`config.mk`:
```
export PLATFORM = sky130hd
export DESIGN_NAME = rgb565_to_bmp24_stream_top
export DESIGN_NICKNAME = d
export VERILOG_FILES = /design/src/hw/rtl/rgbb_pkg.sv /design/src/hw/rtl/rgbb_front.sv /design/src/hw/rtl/rgbb_fifo.sv /design/src/hw/rtl/rgbb_back.sv /design/src/hw/rtl/rgb565_to_bmp24_stream_top.sv
export SDC_FILE = /design/constraint.sdc
export NUM_CORES = 1
export LEC_CHECK = 0
export BUFFER_PORTS_ARGS = -buffer_cell sky130_fd_sc_hd__clkbuf_2
export CAP_MARGIN = 10
export CORE_ASPECT_RATIO = 2
export CORE_MARGIN = 8
export CORE_UTILIZATION = 50
export CTS_CLUSTER_DIAMETER = 40
export DETAILED_ROUTE_END_ITERATION = 16
export PLACE_DENSITY_LB_ADDON = 0.1
export SYNTH_ARGS = -nofsm -noshare
export SYNTH_HDL_FRONTEND = slang
export SYNTH_SLANG_ARGS = --single-unit
export TNS_END_PERCENT = 20
```
`constraint.sdc`:
```
create_clock -name i_clk -period 7.5 [get_ports i_clk]
set_input_delay 0 -clock i_clk [delete_from_list [all_inputs] [get_ports i_clk]]
set_output_delay 0 -clock i_clk [all_outputs]
set_load 0.1 [all_outputs]
```
`src/hw/rtl/rgbb_pkg.sv`:
```
// shared types and constants for the rgb565 to 24-bit bmp stream encoder
package rgbb_pkg;

    // largest image dimension that the counters and clamp support
    localparam int MAX_DIM = 4096;

    // configuration register widths and indexes
    localparam int CFG_W   = 13;
    localparam int CFG_IDX_W = 1;
    localparam logic [CFG_IDX_W-1:0] CFG_IMAGE_WIDTH  = 1'd0;
    localparam logic [CFG_IDX_W-1:0] CFG_IMAGE_HEIGHT = 1'd1;
    localparam logic [CFG_W-1:0] RST_IMAGE_WIDTH  = 13'd320;
    localparam logic [CFG_W-1:0] RST_IMAGE_HEIGHT = 13'd180;

    // position counters and their compare width
    localparam int CNT_W = $clog2(MAX_DIM);
    localparam int CMP_W = (CNT_W + 1 > CFG_W) ? CNT_W + 1 : CFG_W;

    // row length in bytes and total pixel data size
    localparam int RB_W  = CFG_W + 2;
    localparam int IMG_W = RB_W + CFG_W;

    // header layout
    localparam int HDR_BYTES = 54;
    localparam int HCNT_W    = $clog2(HDR_BYTES);
    localparam logic [7:0] HDR_INFO_SIZE = 8'd40;
    localparam logic [7:0] HDR_PLANES    = 8'd1;
    localparam logic [7:0] HDR_BPP       = 8'd24;
    localparam logic [7:0] CHAR_B        = 8'h42;
    localparam logic [7:0] CHAR_M        = 8'h4D;

    // queue between front and back
    localparam int Q_DEPTH = 2;
    localparam int Q_AW    = $clog2(Q_DEPTH);

    // one classified pixel, as handed from front to back
    typedef struct packed {
        logic             hdr;
        logic             eof;
        logic [1:0]       pad;
        logic [7:0]       blu;
        logic [7:0]       grn;
        logic [7:0]       red;
        logic [CFG_W-1:0] width;
        logic [CFG_W-1:0] height;
        logic [IMG_W-1:0] img_size;
    } t_cmd;

    // queue status
    typedef struct packed {
        logic          empty;
        logic          full;
        logic [Q_AW:0] level;
    } t_qstat;

    // back-end sequencer phases
    typedef enum logic [1:0] {
        PH_HDR,
        PH_PIX,
        PH_PAD
    } t_phase;

endpackage

```
`src/hw/rtl/rgbb_front.sv`:
```
// front end: configuration registers, pixel acceptance and classification
module rgbb_front (
    input  logic                          i_clk,
    input  logic                          i_rst_n,
    input  logic                          i_cfg_we,
    input  logic [rgbb_pkg::CFG_IDX_W-1:0] i_cfg_idx,
    input  logic [rgbb_pkg::CFG_W-1:0]    i_cfg_data,
    input  logic                          i_pixel_valid,
    output logic                          o_pixel_ready,
    input  logic [15:0]                   i_pixel,
    input  logic                          i_q_full,
    output logic                          o_push,
    output rgbb_pkg::t_cmd                o_cmd
);

    logic [rgbb_pkg::CFG_W-1:0] r_width;
    logic [rgbb_pkg::CFG_W-1:0] r_height;
    logic [rgbb_pkg::CNT_W-1:0] r_col;
    logic [rgbb_pkg::CNT_W-1:0] r_row;
    logic                       r_hdr_done;
    logic [rgbb_pkg::CNT_W-1:0] n_col;
    logic [rgbb_pkg::CNT_W-1:0] n_row;
    logic                       n_hdr_done;

    logic [rgbb_pkg::CFG_W-1:0] w_cl;
    logic [rgbb_pkg::CFG_W-1:0] h_cl;
    logic [rgbb_pkg::RB_W-1:0]  row_bytes;
    logic                       row_end;
    logic                       file_end;
    logic                       accept;

    // 5-bit channel to 8 bits, truncating v*255/31 = 8v + floor(7v/31)
    function automatic logic [7:0] expand5(input logic [4:0] v);
        logic [2:0] frac;
        begin
            frac = 3'(v >= 5'd5) + 3'(v >= 5'd9) + 3'(v >= 5'd14) + 3'(v >= 5'd18)
                 + 3'(v >= 5'd23) + 3'(v >= 5'd27) + 3'(v == 5'd31);
            expand5 = {v, 3'b000} + 8'(frac);
        end
    endfunction

    // 6-bit channel to 8 bits, truncating v*255/63 = 4v + floor(v/21)
    function automatic logic [7:0] expand6(input logic [5:0] v);
        logic [1:0] frac;
        begin
            frac = 2'(v >= 6'd21) + 2'(v >= 6'd42) + 2'(v == 6'd63);
            expand6 = {v, 2'b00} + 8'(frac);
        end
    endfunction

    // configuration registers
    always_ff @(posedge i_clk) begin
        if (!i_rst_n) begin
            r_width  <= rgbb_pkg::RST_IMAGE_WIDTH;
            r_height <= rgbb_pkg::RST_IMAGE_HEIGHT;
        end else if (i_cfg_we) begin
            if (i_cfg_idx == rgbb_pkg::CFG_IMAGE_WIDTH) begin
                r_width <= i_cfg_data;
            end
            if (i_cfg_idx == rgbb_pkg::CFG_IMAGE_HEIGHT) begin
                r_height <= i_cfg_data;
            end
        end
    end

    // dimension clamp to 1..MAX_DIM
    always_comb begin
        if (r_width == '0) begin
            w_cl = rgbb_pkg::CFG_W'(1);
        end else if (32'(r_width) > rgbb_pkg::MAX_DIM) begin
            w_cl = rgbb_pkg::CFG_W'(rgbb_pkg::MAX_DIM);
        end else begin
            w_cl = r_width;
        end
        if (r_height == '0) begin
            h_cl = rgbb_pkg::CFG_W'(1);
        end else if (32'(r_height) > rgbb_pkg::MAX_DIM) begin
            h_cl = rgbb_pkg::CFG_W'(rgbb_pkg::MAX_DIM);
        end else begin
            h_cl = r_height;
        end
    end

    // row padding equals width mod 4, row bytes is 3w plus padding
    assign row_bytes = {1'b0, w_cl, 1'b0} + rgbb_pkg::RB_W'(w_cl)
                     + rgbb_pkg::RB_W'(w_cl[1:0]);

    // row and file end
    assign row_end  = (rgbb_pkg::CMP_W'(r_col) + rgbb_pkg::CMP_W'(1))
                      >= rgbb_pkg::CMP_W'(w_cl);
    assign file_end = row_end && ((rgbb_pkg::CMP_W'(r_row) + rgbb_pkg::CMP_W'(1))
                      >= rgbb_pkg::CMP_W'(h_cl));

    assign o_pixel_ready = !i_q_full;
    assign accept        = i_pixel_valid && o_pixel_ready;
    assign o_push        = accept;

    // command word for the back end
    always_comb begin
        o_cmd.hdr      = !r_hdr_done;
        o_cmd.eof      = file_end;
        o_cmd.pad      = row_end ? w_cl[1:0] : 2'd0;
        o_cmd.blu      = expand5(i_pixel[4:0]);
        o_cmd.grn      = expand6(i_pixel[10:5]);
        o_cmd.red      = expand5(i_pixel[15:11]);
        o_cmd.width    = w_cl;
        o_cmd.height   = h_cl;
        o_cmd.img_size = row_bytes * rgbb_pkg::IMG_W'(h_cl);
    end

    // position tracking
    always_comb begin
        n_col      = r_col;
        n_row      = r_row;
        n_hdr_done = r_hdr_done;
        if (accept) begin
            n_hdr_done = !file_end;
            if (row_end) begin
                n_col = '0;
                n_row = file_end ? '0 : r_row + rgbb_pkg::CNT_W'(1);
            end else begin
                n_col = r_col + rgbb_pkg::CNT_W'(1);
            end
        end
    end

    always_ff @(posedge i_clk) begin
        if (!i_rst_n) begin
            r_col      <= '0;
            r_row      <= '0;
            r_hdr_done <= 1'b0;
        end else begin
            r_col      <= n_col;
            r_row      <= n_row;
            r_hdr_done <= n_hdr_done;
        end
    end

endmodule

```
`src/hw/rtl/rgbb_fifo.sv`:
```
// short command queue between front and back ends
module rgbb_fifo (
    input  logic             i_clk,
    input  logic             i_rst_n,
    input  logic             i_push,
    input  rgbb_pkg::t_cmd   i_cmd,
    input  logic             i_pop,
    output rgbb_pkg::t_cmd   o_cmd,
    output rgbb_pkg::t_qstat o_stat
);

    rgbb_pkg::t_cmd                r_mem [rgbb_pkg::Q_DEPTH];
    logic [rgbb_pkg::Q_AW-1:0]     r_wr;
    logic [rgbb_pkg::Q_AW-1:0]     r_rd;
    logic [rgbb_pkg::Q_AW:0]       r_level;
    logic [rgbb_pkg::Q_AW-1:0]     n_wr;
    logic [rgbb_pkg::Q_AW-1:0]     n_rd;
    logic [rgbb_pkg::Q_AW:0]       n_level;

    // status
    assign o_stat.empty = (r_level == '0);
    assign o_stat.full  = (r_level == (rgbb_pkg::Q_AW + 1)'(rgbb_pkg::Q_DEPTH));
    assign o_stat.level = r_level;
    assign o_cmd        = r_mem[r_rd];

    // pointer update, wrapping at depth
    always_comb begin
        n_wr    = r_wr;
        n_rd    = r_rd;
        n_level = r_level;
        if (i_push) begin
            n_wr = (32'(r_wr) == rgbb_pkg::Q_DEPTH - 1) ? '0 : r_wr + rgbb_pkg::Q_AW'(1);
        end
        if (i_pop) begin
            n_rd = (32'(r_rd) == rgbb_pkg::Q_DEPTH - 1) ? '0 : r_rd + rgbb_pkg::Q_AW'(1);
        end
        if (i_push && !i_pop) begin
            n_level = r_level + (rgbb_pkg::Q_AW + 1)'(1);
        end else if (i_pop && !i_push) begin
            n_level = r_level - (rgbb_pkg::Q_AW + 1)'(1);
        end
    end

    always_ff @(posedge i_clk) begin
        if (!i_rst_n) begin
            r_wr    <= '0;
            r_rd    <= '0;
            r_level <= '0;
        end else begin
            r_wr    <= n_wr;
            r_rd    <= n_rd;
            r_level <= n_level;
        end
    end

    // storage
    always_ff @(posedge i_clk) begin
        if (i_push) begin
            r_mem[r_wr] <= i_cmd;
        end
    end

endmodule

```
`src/hw/rtl/rgbb_back.sv`:
```
// back end: byte sequencer for header, pixel and padding, with output register
module rgbb_back (
    input  logic             i_clk,
    input  logic             i_rst_n,
    input  rgbb_pkg::t_cmd   i_cmd,
    input  logic             i_q_valid,
    output logic             o_pop,
    output logic             o_byte_valid,
    input  logic             i_byte_ready,
    output logic [7:0]       o_out_byte,
    output logic             o_last_of_item,
    output logic             o_end_of_file
);

    rgbb_pkg::t_phase             r_phase;
    rgbb_pkg::t_phase             n_phase;
    rgbb_pkg::t_phase             cur_phase;
    logic [rgbb_pkg::HCNT_W-1:0]  r_cnt;
    logic [rgbb_pkg::HCNT_W-1:0]  n_cnt;
    logic                         r_valid;
    logic [7:0]                   r_byte;
    logic                         r_last;
    logic                         r_eof;
    logic [7:0]                   cur_byte;
    logic                         cur_last;
    logic                         load;
    logic                         step;
    logic [31:0]                  file_size;
    logic [31:0]                  img_size;
    logic [31:0]                  width32;
    logic [31:0]                  height32;

    // header byte at a given offset
    function automatic logic [7:0] hdr_byte(
        input logic [rgbb_pkg::HCNT_W-1:0] idx,
        input logic [31:0] fsize,
        input logic [31:0] wid,
        input logic [31:0] hgt,
        input logic [31:0] isize
    );
        begin
            case (idx)
                6'd0:    hdr_byte = rgbb_pkg::CHAR_B;
                6'd1:    hdr_byte = rgbb_pkg::CHAR_M;
                6'd2:    hdr_byte = fsize[7:0];
                6'd3:    hdr_byte = fsize[15:8];
                6'd4:    hdr_byte = fsize[23:16];
                6'd5:    hdr_byte = fsize[31:24];
                6'd10:   hdr_byte = 8'(rgbb_pkg::HDR_BYTES);
                6'd14:   hdr_byte = rgbb_pkg::HDR_INFO_SIZE;
                6'd18:   hdr_byte = wid[7:0];
                6'd19:   hdr_byte = wid[15:8];
                6'd20:   hdr_byte = wid[23:16];
                6'd21:   hdr_byte = wid[31:24];
                6'd22:   hdr_byte = hgt[7:0];
                6'd23:   hdr_byte = hgt[15:8];
                6'd24:   hdr_byte = hgt[23:16];
                6'd25:   hdr_byte = hgt[31:24];
                6'd26:   hdr_byte = rgbb_pkg::HDR_PLANES;
                6'd28:   hdr_byte = rgbb_pkg::HDR_BPP;
                6'd34:   hdr_byte = isize[7:0];
                6'd35:   hdr_byte = isize[15:8];
                6'd36:   hdr_byte = isize[23:16];
                6'd37:   hdr_byte = isize[31:24];
                default: hdr_byte = 8'd0;
            endcase
        end
    endfunction

    // header field values
    assign img_size  = 32'(i_cmd.img_size);
    assign file_size = img_size + 32'(rgbb_pkg::HDR_BYTES);
    assign width32   = 32'(i_cmd.width);
    assign height32  = 32'(i_cmd.height);

    // a word with no header starts straight at the pixel bytes
    assign cur_phase = (r_phase == rgbb_pkg::PH_HDR && !i_cmd.hdr) ? rgbb_pkg::PH_PIX
                                                                   : r_phase;

    assign load  = !r_valid || i_byte_ready;
    assign step  = i_q_valid && load;
    assign o_pop = step && cur_last;

    // byte and last flag for the current position
    always_comb begin
        cur_byte = 8'd0;
        cur_last = 1'b0;
        case (cur_phase)
            rgbb_pkg::PH_HDR: begin
                cur_byte = hdr_byte(r_cnt, file_size, width32, height32, img_size);
            end
            rgbb_pkg::PH_PIX: begin
                if (r_cnt == 6'd0) begin
                    cur_byte = i_cmd.blu;
                end else if (r_cnt == 6'd1) begin
                    cur_byte = i_cmd.grn;
                end else begin
                    cur_byte = i_cmd.red;
                end
                cur_last = (r_cnt == 6'd2) && (i_cmd.pad == 2'd0);
            end
            rgbb_pkg::PH_PAD: begin
                cur_last = (r_cnt[1:0] == i_cmd.pad - 2'd1);
            end
            default: begin
                cur_byte = 8'd0;
                cur_last = 1'b0;
            end
        endcase
    end

    // next phase and count
    always_comb begin
        n_phase = r_phase;
        n_cnt   = r_cnt;
        if (step) begin
            case (cur_phase)
                rgbb_pkg::PH_HDR: begin
                    if (32'(r_cnt) == rgbb_pkg::HDR_BYTES - 1) begin
                        n_phase = rgbb_pkg::PH_PIX;
                        n_cnt   = '0;
                    end else begin
                        n_phase = rgbb_pkg::PH_HDR;
                        n_cnt   = r_cnt + rgbb_pkg::HCNT_W'(1);
                    end
                end
                rgbb_pkg::PH_PIX: begin
                    if (r_cnt == 6'd2) begin
                        n_phase = cur_last ? rgbb_pkg::PH_HDR : rgbb_pkg::PH_PAD;
                        n_cnt   = '0;
                    end else begin
                        n_phase = rgbb_pkg::PH_PIX;
                        n_cnt   = r_cnt + rgbb_pkg::HCNT_W'(1);
                    end
                end
                rgbb_pkg::PH_PAD: begin
                    if (cur_last) begin
                        n_phase = rgbb_pkg::PH_HDR;
                        n_cnt   = '0;
                    end else begin
                        n_phase = rgbb_pkg::PH_PAD;
                        n_cnt   = r_cnt + rgbb_pkg::HCNT_W'(1);
                    end
                end
                default: begin
                    n_phase = rgbb_pkg::PH_HDR;
                    n_cnt   = '0;
                end
            endcase
        end
    end

    always_ff @(posedge i_clk) begin
        if (!i_rst_n) begin
            r_phase <= rgbb_pkg::PH_HDR;
            r_cnt   <= '0;
        end else begin
            r_phase <= n_phase;
            r_cnt   <= n_cnt;
        end
    end

    // output register
    always_ff @(posedge i_clk) begin
        if (!i_rst_n) begin
            r_valid <= 1'b0;
        end else if (step) begin
            r_valid <= 1'b1;
        end else if (i_byte_ready) begin
            r_valid <= 1'b0;
        end
    end

    always_ff @(posedge i_clk) begin
        if (step) begin
            r_byte <= cur_byte;
            r_last <= cur_last;
            r_eof  <= cur_last && i_cmd.eof;
        end
    end

    assign o_byte_valid   = r_valid;
    assign o_out_byte     = r_byte;
    assign o_last_of_item = r_last;
    assign o_end_of_file  = r_eof;

endmodule

```
`src/hw/rtl/rgb565_to_bmp24_stream_top.sv`:
```
// top level of the rgb565 to 24-bit bmp byte stream encoder
//
// Pixel channel: i_pixel with i_pixel_valid / o_pixel_ready, one RGB565 word per
// pixel, rows bottom-first. Byte channel: o_out_byte with o_byte_valid /
// i_byte_ready, plus o_last_of_item on the final byte of a pixel and
// o_end_of_file on the final byte of the file. Image width and height are set
// through i_cfg_we / i_cfg_idx / i_cfg_data while the encoder is idle; 0 reads
// as 1 and values above 4096 as 4096.
// The first pixel of each file brings out the 54-byte header, then each pixel
// gives B, G, R and, at the end of a row, 0 to 3 zero pad bytes.
// An accepted pixel is written into the queue, and the back end loads its first
// byte into the output register when free. It gives one byte per cycle while
// the receiver is ready and the queue is not empty, set by the byte-wide output
// register: three bytes per pixel, 54 per header and 0 to 3 pad bytes per row.
// A two-word queue sits between the classifying front end and the byte
// sequencer, so pixels are taken while earlier bytes still wait.
// Reset (synchronous, active low) returns width 320, height 180 and rearms for
// a new header. When the receiver stalls the output byte holds, the queue
// fills and o_pixel_ready drops.
module rgb565_to_bmp24_stream_top (
    input  logic                           i_clk,
    input  logic                           i_rst_n,
    input  logic                           i_cfg_we,
    input  logic [rgbb_pkg::CFG_IDX_W-1:0] i_cfg_idx,
    input  logic [rgbb_pkg::CFG_W-1:0]     i_cfg_data,
    input  logic                           i_pixel_valid,
    output logic                           o_pixel_ready,
    input  logic [15:0]                    i_pixel,
    output logic                           o_byte_valid,
    input  logic                           i_byte_ready,
    output logic [7:0]                     o_out_byte,
    output logic                           o_last_of_item,
    output logic                           o_end_of_file
);

    rgbb_pkg::t_cmd   push_cmd;
    rgbb_pkg::t_cmd   head_cmd;
    rgbb_pkg::t_qstat q_stat;
    logic             push;
    logic             pop;

    // front end
    rgbb_front u_front (
        .i_clk         (i_clk),
        .i_rst_n       (i_rst_n),
        .i_cfg_we      (i_cfg_we),
        .i_cfg_idx     (i_cfg_idx),
        .i_cfg_data    (i_cfg_data),
        .i_pixel_valid (i_pixel_valid),
        .o_pixel_ready (o_pixel_ready),
        .i_pixel       (i_pixel),
        .i_q_full      (q_stat.full),
        .o_push        (push),
        .o_cmd         (push_cmd)
    );

    // command queue
    rgbb_fifo u_fifo (
        .i_clk   (i_clk),
        .i_rst_n (i_rst_n),
        .i_push  (push),
        .i_cmd   (push_cmd),
        .i_pop   (pop),
        .o_cmd   (head_cmd),
        .o_stat  (q_stat)
    );

    // back end
    rgbb_back u_back (
        .i_clk          (i_clk),
        .i_rst_n        (i_rst_n),
        .i_cmd          (head_cmd),
        .i_q_valid      (!q_stat.empty),
        .o_pop          (pop),
        .o_byte_valid   (o_byte_valid),
        .i_byte_ready   (i_byte_ready),
        .o_out_byte     (o_out_byte),
        .o_last_of_item (o_last_of_item),
        .o_end_of_file  (o_end_of_file)
    );

`ifndef SYNTHESIS
    // an accepted pixel is queued at the next edge
    a_push_queued: assert property (@(posedge i_clk) disable iff (!i_rst_n)
        (i_pixel_valid && o_pixel_ready) |=> !q_stat.empty)
        else $error("accepted pixel not found in queue");

    // end of file only ever marks the last byte of a pixel
    a_eof_is_last: assert property (@(posedge i_clk) disable iff (!i_rst_n)
        (o_byte_valid && o_end_of_file) |-> o_last_of_item)
        else $error("end of file without last of pixel");

    // queue level only moves on push or pop
    a_level_stable: assert property (@(posedge i_clk) disable iff (!i_rst_n)
        (!push && !pop) |=> $stable(q_stat.level))
        else $error("queue level changed without push or pop");

    // pop only when the back end has a word
    a_pop_nonempty: assert property (@(posedge i_clk) disable iff (!i_rst_n)
        pop |-> !q_stat.empty)
        else $error("pop from empty queue");
`endif

endmodule

```
==> results.json, run 1 <==
{
  "cp_slowest_cell": "fa_1",
  "cts.clk_slew.worst_paths_ps": 70,
  "hold_viol": 0,
  "synth_cells": 1799,
  "cts_root_buf": "clkbuf_16",
  "yosysSeqAreaShare": 0.356,
  "cts_buffers": 25,
  "hold_class": "in -> reg",
  "synth_enable_flop_cells": 170,
  "io_buffers": 46,
  "layout_min_cycle_time_ps": 7350,
  "rows": 98,
  "start_kind": "flip-flop",
  "postPlaceCellArea_mm2": 0.0193,
  "die_w_um": 150,
  "synthArstFlopShare": 0,
  "synth_cell_type_count": 78,
  "die-area_mm2": 0.0427,
  "place.gp.congestion": 0.964,
  "diodes": 0,
  "yosysTopAreaCell": "edfxtp_1",
  "synth_commonest_cells": "nand2_1 (215), inv_1 (204), edfxtp_1 (170), ha_1 (134), nor2_1 (131)",
  "fmax_mhz": 136,
  "via_per_inst": 5.66,
  "finalWirelength_um": 49300,
  "relSlewSlack": 0.240,
  "drive_above_1_share": 0.153,
  "syn_area_per_cell_um2": 10.0,
  "leakage_uw": 0.00891,
  "start_util": 0.504,
  "synth_nets": 2098,
  "die_h_um": 284,
  "hold_slack_ps": 46.1,
  "tritoncts": "done",
  "peakVddDrop_mv": 0.299,
  "worst_pin_slew_ps": 1110,
  "rsz0062_at_grt": "true",
  "core_mm2": 0.0357,
  "grt_max_degree": 87,
  "area.growth.synth_to_final_pct": 15.7,
  "ff_latch_area_mm2": 0.00641,
  "drcViolationCount": 0,
  "crit_type": "reg -> reg",
  "multi_input_area_mm2": 0.0109,
  "drv_cap": 0,
  "grt_pass1_vias": 14200,
  "track_usage": 0.233,
  "grt_antenna_before_repair": 0,
  "fillerInstances": 3163,
  "vias": 13700,
  "post_drt_wl_per_cell_um": 20.4,
  "yosysTopAreaCellShare": 0.284,
  "htreeDepth": 1,
  "ant_nets": 0,
  "clk_latency_ps": 550,
  "crit_arrival_ps": 7700,
  "cts.sinks": 235,
  "ys_seq_elements": 235,
  "path_common_cell": "fa_1",
  "yosysWarnings": 0,
  "io_pins": 47,
  "status": "finished, final reports clean",
  "min_period_over_period": 0.980,
  "dp_hpwl_um": 39300,
  "worstRegToRegCells": 32,
  "fin_area_mm2": 0.0208,
  "gr-total-overflow": 0,
  "nNetsFinal": 2246,
  "end_kind": "flip-flop",
  "slowest_delay_ps": 590,
  "power_density_mw_per_mm2": 303,
  "finalMaxSlewViolations": 0,
  "clockBufferDepth": 3,
  "synth_most_common_cell": "nand2_1",
  "synth_area_mm2": 0.0180,
  "required_ps": 7860,
  "dr.pass1.iters": 5,
  "synthFlopType": "edfxtp_1",
  "drt_first_iter_violations": 462,
  "fin_worst_skew_ps": 11.2,
  "synthTopCellsByArea": "edfxtp_1 (28%), fa_1 (14%), ha_1 (9.3%), dfxtp_1 (7.2%), nand2_1 (4.5%)",
  "setup_viol_count_final": 0,
  "grt_pass1_wl_um": 76700,
  "path_max_fanout": 5,
  "min_path_cells": 4
}
layer usage:
metal	wire length [µm]	vias to the layer above	global-route usage
met5	0	-	0
met4	3410	0	0.146
met3	1300	151	0.0205
met2	28400	285	0.463
met1	16200	6713	0.217
li1	-	6516	-
per-stage QoR:
stage / total power (µW) / instances / util / TNS (ps) / setup WS, ps
after floorplan: 3720 / 1799 / - / 0 / 32.0
after global placement: 4740 / 2329 / 0.541 / -1760 / -205
after detailed placement: 4780 / 2329 / 0.541 / -3020 / -306
after CTS: 6040 / 2410 / 0.575 / 0 / 0.864
after global routing: 6740 / 2415 / 0.583 / -1710 / -182
final: 6310 / 2415 / 0.583 / 0 / 153
power by group:
group / switching (µW) / internal (µW)
combinational: 1900 / 1420
clock: 537 / 641
sequential: 73.4 / 1740
total: 2510 / 3800
critical path, delay by kind of cell, from the launching register on:
| kind | cells | cell delay (ps) |
|---|---|---|
| buffers and inverters | 7 | 610 |
| flip-flops | 1 | 350 |
| XOR/XNOR | 1 | 270 |
| adder cells (fa/ha/maj) | 9 | 3940 |
| AO/OA/AOI/OAI | 12 | 1570 |
| AND/OR/NAND/NOR | 3 | 400 |
flip-flops by register name, summed over array words and instances, names as in the netlist, named ones only:
| name | cells |
|---|---|
| u_back.r_cnt | 6 |
| u_back.o_byte_valid | 1 |
| u_front.r_hdr_done | 1 |
| u_back.o_end_of_file | 1 |
| u_fifo.r_wr | 1 |
| u_back.o_last_of_item | 1 |
| u_front.r_row | 12 |
| u_back.o_out_byte | 8 |
| u_fifo.r_rd | 1 |
| u_front.r_height | 13 |
| u_front.r_col | 12 |
| u_fifo.r_level | 2 |
| u_front.r_width | 13 |
| u_back.r_phase | 2 |
| u_fifo.r_mem | 160 |
worst paths after layout:
path	from	endpoint	slack, ps
worst max-delay path	u_front.r_width[3]$_SDFFE_PN0P_	u_fifo.r_mem[1][24]$_DFFE_PP_	150
worst min-delay path	i_cfg_we	u_front.r_width[2]$_SDFFE_PN0P_	50
worst max register to register	u_front.r_width[3]$_SDFFE_PN0P_	u_fifo.r_mem[1][24]$_DFFE_PP_	150
worst min register to register	u_fifo.r_rd$_SDFFE_PN0P_	flip-flop	470
cell usage in the layout (no fill, tap or decap), types with 11 or more instances in the layout:
| cell | Yosys | layout |
|---|---|---|
| a21boi_0 | 31 | 30 |
| o22ai_1 | 25 | 25 |
| clkbuf_16 | 0 | 25 |
| a21o_1 | 16 | 16 |
| xor2_1 | 30 | 28 |
| clkbuf_2 | 0 | 46 |
| nand4_1 | 16 | 16 |
| inv_2 | 1 | 11 |
| nand2_1 | 215 | 212 |
| mux2i_1 | 44 | 43 |
| xnor2_1 | 51 | 46 |
| dfxtp_1 | 65 | 61 |
| o21ai_0 | 55 | 50 |
| ha_1 | 134 | 127 |
| nand2b_1 | 28 | 28 |
| o221ai_1 | 11 | 11 |
| edfxtp_1 | 170 | 170 |
| and2_1 | 25 | 25 |
| fa_1 | 130 | 126 |
| nand3_1 | 51 | 51 |
| and3_1 | 24 | 22 |
| nand3b_1 | 17 | 17 |
| a21oi_1 | 51 | 44 |
| dlygate4sd3_1 | 0 | 34 |
| buf_4 | 0 | 104 |
| nor2b_1 | 26 | 25 |
| nor2_1 | 131 | 123 |
| nor3_1 | 19 | 17 |
| inv_1 | 204 | 194 |
final cells by class:
type | instances | area share
multi-input cells | 1293 | 0.523
flip-flops and latches | 235 | 0.308
repair buffers | 186 | 0.0664
inverters | 206 | 0.0371
clock buffers | 29 | 0.0313
well taps | 450 | 0.0270
clock inverters | 16 | 0.00667
timing repair:
| action | in CTS | in global routing |
|---|---|---|
| buffers inserted | 2 | 5 |
| pin swaps | 9 | 44 |
| endpoints found under the setup margin | 18 | 28 |
| resized for setup | 15 | 65 |
| hold buffers | 34 | 0 |
| hold endpoints to repair | 73 | 0 |
logic make-up after synthesis:
family                     share of synthesized area
and+or+nand+nor                                0.157
xor gates and xnor gates                      0.0394
AOI/OAI and AO/OA                              0.109
DFF                                            0.356
muxes                                         0.0409
buffers and inverters                         0.0592
adders and majority gates                      0.238
No activity file was read; power rests on OpenSTA's default activity.
==> inputs of run 2 (changes only) <==
CELL_PAD_IN_SITES_DETAIL_PLACEMENT = 1   (was unset)
CELL_PAD_IN_SITES_GLOBAL_PLACEMENT = 1   (was unset)
CORE_UTILIZATION = 46   (was 50)
==> results.json, run 2 (synthesized netlist as in run 1, its figures left out) <==
{
  "status": "finished, final reports clean",
  "fin_worst_skew_ps": 41.1,
  "gr-total-overflow": 0,
  "tns_ps": 0,
  "fillerInstances": 4309,
  "regMostFlops": "u_fifo.r_mem",
  "hold_viol": 0,
  "htreeDepth": 1,
  "clockBufferDepth": 3,
  "grt_antenna_before_repair": 0,
  "grt_pass1_wl_um": 85100,
  "vias": 14000,
  "grt_max_degree": 87,
  "hold_class": "in -> reg",
  "required_ps": 7850,
  "ff_latch_area_mm2": 0.00641,
  "diodes": 0,
  "crit_type": "reg -> reg",
  "crit_arrival_ps": 7830,
  "worst_pin_slew_ps": 1200,
  "place.gp.congestion": 0.927,
  "dpl.cell_count": 2405,
  "track_usage": 0.240,
  "start_kind": "flip-flop",
  "slowest_delay_ps": 580,
  "min_period_over_period": 0.997,
  "rsz0062_at_grt": "true",
  "area.growth.synth_to_final_pct": 17.5,
  "final_common_cell": "nand2_1",
  "drcViolationCount": 0,
  "drv_cap": 0,
  "nNetsFinal": 2259,
  "cts.clk_slew.worst_paths_ps": 60,
  "tritoncts": "done",
  "cts_root_buf": "clkbuf_16",
  "finalWirelength_um": 55100,
  "setup_viol_count_final": 0,
  "cp_slowest_cell": "fa_1",
  "leakage_uw": 0.00901,
  "rows": 102,
  "post_drt_wl_per_cell_um": 22.0,
  "clk_latency_ps": 570,
  "power_density_mw_per_mm2": 312,
  "io_pins": 47,
  "die_h_um": 296,
  "layout_min_cycle_time_ps": 7480,
  "ant_nets": 0,
  "cts_buffers": 26,
  "fmax_mhz": 134,
  "die_w_um": 156,
  "stdcell_count": 2499,
  "drive_above_1_share": 0.164,
  "total_power_uw": 6590,
  "peakVddDrop_mv": 0.251,
  "drt_first_iter_violations": 445,
  "largest_register_ff_count": 160,
  "dr.pass1.iters": 4,
  "cts.sinks": 235,
  "io_buffers": 46,
  "core_mm2": 0.0387,
  "grt_pass1_vias": 15600,
  "largestRegisters": "u_fifo.r_mem: 160 flops, u_front.r_height: 13 flops, u_front.r_width: 13 flops",
  "end_kind": "flip-flop",
  "path_common_cell": "fa_1",
  "start_util": 0.465,
  "via_per_inst": 5.62,
  "relSlewSlack": 0.180,
  "layout_common_cells": "nand2_1 (211), inv_1 (196), edfxtp_1 (170), fa_1 (127), ha_1 (123)",
  "multi_input_area_mm2": 0.0109,
  "dp_hpwl_um": 44400,
  "die-area_mm2": 0.0461,
  "path_max_fanout": 5,
  "finalMaxSlewViolations": 0
}
run 2: repair_timing:
item / 4_1_cts / 5_1_grt
setup buffers: 6 / 6
hold buffers: 35 / 0
endpoints found under the hold margin: 59 / 0
pin swaps: 17 / 57
gates resized for setup: 28 / 64
gates cloned: 0 / 0
endpoints found under the setup margin: 24 / 30
run 2: final cells by class:
| type | instances | share of cell area |
|---|---|---|
| inverters | 206 | 0.0366 |
| flip-flops and latches | 235 | 0.303 |
| clock inverters | 19 | 0.0107 |
| repair buffers | 198 | 0.0699 |
| well taps | 520 | 0.0308 |
| multi-input cells | 1293 | 0.518 |
| clock buffers | 28 | 0.0311 |
run 2: where the power goes:
part           switching, µW  internal [µW]  total [µW]  leakage, µW
logic                   1990           1470        3470      0.00644
registers               77.7           1740        1820      0.00215
clock network            551            753        1300     0.000425
total                   2620           3970        6590      0.00901
run 2: worst paths after layout:
| kind | cells past startpoint | slack, ps | start | endpoint |
|---|---|---|---|---|
| worst max register to register | 34 | 20 | u_front.r_width[12]$_SDFFE_PN0P_ | u_fifo.r_mem[0][26]$_DFFE_PP_ |
| worst max-delay path | 34 | 20 | u_front.r_width[12]$_SDFFE_PN0P_ | u_fifo.r_mem[0][26]$_DFFE_PP_ |
| worst min-delay path | 2 | 40 | i_pixel_valid | u_fifo.r_mem[1][80]$_DFFE_PP_ |
| worst min register to register | 2 | 490 | u_fifo.r_rd$_SDFFE_PN0P_ | flip-flop |
run 2: metrics by stage:
step | utilization | hold WS, ps | setup slack [ps] | instance area, µm²
after global routing | 0.547 | 42.3 | -337 | 21100
after global placement | 0.502 | 244 | -256 | 19400
after floorplan | - | 98.9 | 32.0 | 18000
after CTS | 0.538 | 20.2 | -94.7 | 20800
after detailed placement | 0.502 | 249 | -360 | 19400
final | 0.547 | 42.6 | 19.6 | 21100
run 2: routing by layer:
metal / track usage / up-vias / routed length [µm]
met3: 0.0209 / 148 / 1220
met5: 0 / - / 0
met2: 0.497 / 259 / 32400
met1: 0.212 / 7117 / 17800
li1: - / 6514 / -
met4: 0.151 / 0 / 3690
run 2: worst max-delay path: cells and delay by family, from the launching register on:
family                   cells  cell delay [ps]
XOR/XNOR                     1              230
AND/OR/NAND/NOR              4              420
AO/OA/AOI/OAI               11             1460
flip-flops                   1              340
buffers and inverters        9              830
adder cells (fa/ha/maj)      9             3970
==> inputs of run 3 (changes only) <==
CELL_PAD_IN_SITES_DETAIL_PLACEMENT = 0   (was 1)
==> results.json, run 3 (synthesized netlist as in run 1, its figures left out) <==
{
  "status": "finished, final reports clean",
  "hold_class": "in -> reg",
  "leakage_uw": 0.00898,
  "clockBufferDepth": 3,
  "core_mm2": 0.0387,
  "setup_viol_count_final": 0,
  "die_h_um": 296,
  "ant_nets": 0,
  "slowest_delay_ps": 530,
  "grt_antenna_before_repair": 0,
  "fin_worst_skew_ps": 26.5,
  "start_util": 0.465,
  "drive_above_1_share": 0.163,
  "track_usage": 0.222,
  "power_density_mw_per_mm2": 311,
  "rsz0062_at_grt": "true",
  "io_buffers": 46,
  "rows": 102,
  "cts_root_buf": "clkbuf_16",
  "fmax_mhz": 134,
  "gr-total-overflow": 0,
  "cp_slowest_cell": "fa_1",
  "worst_pin_slew_ps": 1090,
  "min_period_over_period": 0.992,
  "cts.clk_slew.worst_paths_ps": 60,
  "die-area_mm2": 0.0461,
  "required_ps": 7850,
  "tritoncts": "done",
  "die_w_um": 156,
  "peakVddDrop_mv": 0.284,
  "crit_arrival_ps": 7780,
  "path_max_fanout": 3,
  "dp_hpwl_um": 41300,
  "via_per_inst": 5.47,
  "layout_min_cycle_time_ps": 7440,
  "cts_buffers": 25,
  "final_common_cell": "nand2_1",
  "finalMaxSlewViolations": 0,
  "hold_viol": 0,
  "regMostFlops": "u_fifo.r_mem",
  "finalWirelength_um": 51000,
  "largestRegisters": "u_fifo.r_mem: 160 flops, u_front.r_height: 13 flops, u_front.r_width: 13 flops",
  "postPlaceCellArea_mm2": 0.0194,
  "drv_cap": 0,
  "end_kind": "flip-flop",
  "diodes": 0,
  "cts.sinks": 235,
  "post_drt_wl_per_cell_um": 20.4,
  "grt_pass1_vias": 14300,
  "fin_area_mm2": 0.0211,
  "tns_ps": 0,
  "clk_latency_ps": 560,
  "io_pins": 47,
  "layout_common_cells": "nand2_1 (211), inv_1 (195), edfxtp_1 (170), nor2_1 (125), fa_1 (123)",
  "start_kind": "flip-flop",
  "drt_first_iter_violations": 530,
  "largest_register_ff_count": 160,
  "crit_type": "reg -> reg",
  "dr.pass1.iters": 5,
  "nNetsFinal": 2256,
  "grt_pass1_wl_um": 78700,
  "htreeDepth": 1,
  "place.gp.congestion": 0.927,
  "grt_max_degree": 87,
  "area.growth.synth_to_final_pct": 17.2,
  "path_common_cell": "fa_1",
  "vias": 13700,
  "drcViolationCount": 0,
  "relSlewSlack": 0.256
}
run 3: per-layer routing:
| layer | wire [µm] | GRT usage | up-vias |
|---|---|---|---|
| li1 | - | - | 6524 |
| met1 | 16700 | 0.204 | 6744 |
| met2 | 30400 | 0.462 | 267 |
| met3 | 1300 | 0.0215 | 117 |
| met4 | 2560 | 0.112 | 0 |
| met5 | 0 | 0 | - |
run 3: layout make-up:
class	count	area, µm²
inverters	206	773
multi-input cells	1293	11000
well taps	520	651
fillers	3534	17600
flip-flops and latches	235	6410
repair buffers	196	1460
clock buffers	27	633
clock inverters	19	188
run 3: repair_timing:
action,in CTS,in global routing
buffers inserted,4,8
pin swaps,28,52
hold buffers,33,0
resized for setup,31,63
endpoints found under the hold margin,59,0
setup endpoints to repair,24,28
run 3: where the power goes:
part	leakage [µW]	internal, µW	switching [µW]
combinational	0.00644	1550	1990
clock	0.000392	668	551
sequential	0.00214	1740	71.4
run 3: path summary, 6_finish.rpt:
path,startpoint,to,slack [ps],cells past startpoint
setup / recovery,u_front.r_width[1]$_SDFFE_PN0P_,u_fifo.r_mem[1][27]$_DFFE_PP_,60,34
setup reg to reg,u_front.r_width[1]$_SDFFE_PN0P_,u_fifo.r_mem[1][27]$_DFFE_PP_,60,34
hold reg to reg,u_front.r_height[1]$_SDFFE_PN0P_,u_front.r_height[1]$_SDFFE_PN0P_,490,2
hold / removal,i_pixel_valid,u_fifo.r_mem[1][80]$_DFFE_PP_,50,2
run 3: critical path, delay by kind of cell (launching register included):
family | cells | cell delay [ps]
buffers and inverters | 6 | 420
XOR/XNOR | 2 | 460
AO/OA/AOI/OAI | 10 | 1510
AND/OR/NAND/NOR | 7 | 950
adder cells (fa/ha/maj) | 9 | 3540
flip-flops | 1 | 330
run 3: stage by stage:
stage / std cells / setup slack, ps / util / hold WS (ps) / total power (µW)
floorplan: 1799 / 32.0 / - / 98.9 / 3720
global placement: 2405 / -256 / 0.502 / 244 / 4800
detailed placement: 2405 / -327 / 0.502 / 242 / 4840
CTS: 2488 / 8.01 / 0.536 / 29.0 / 6230
global route: 2496 / -323 / 0.545 / 60.6 / 7010
finish: 2496 / 62.3 / 0.545 / 46.2 / 6570
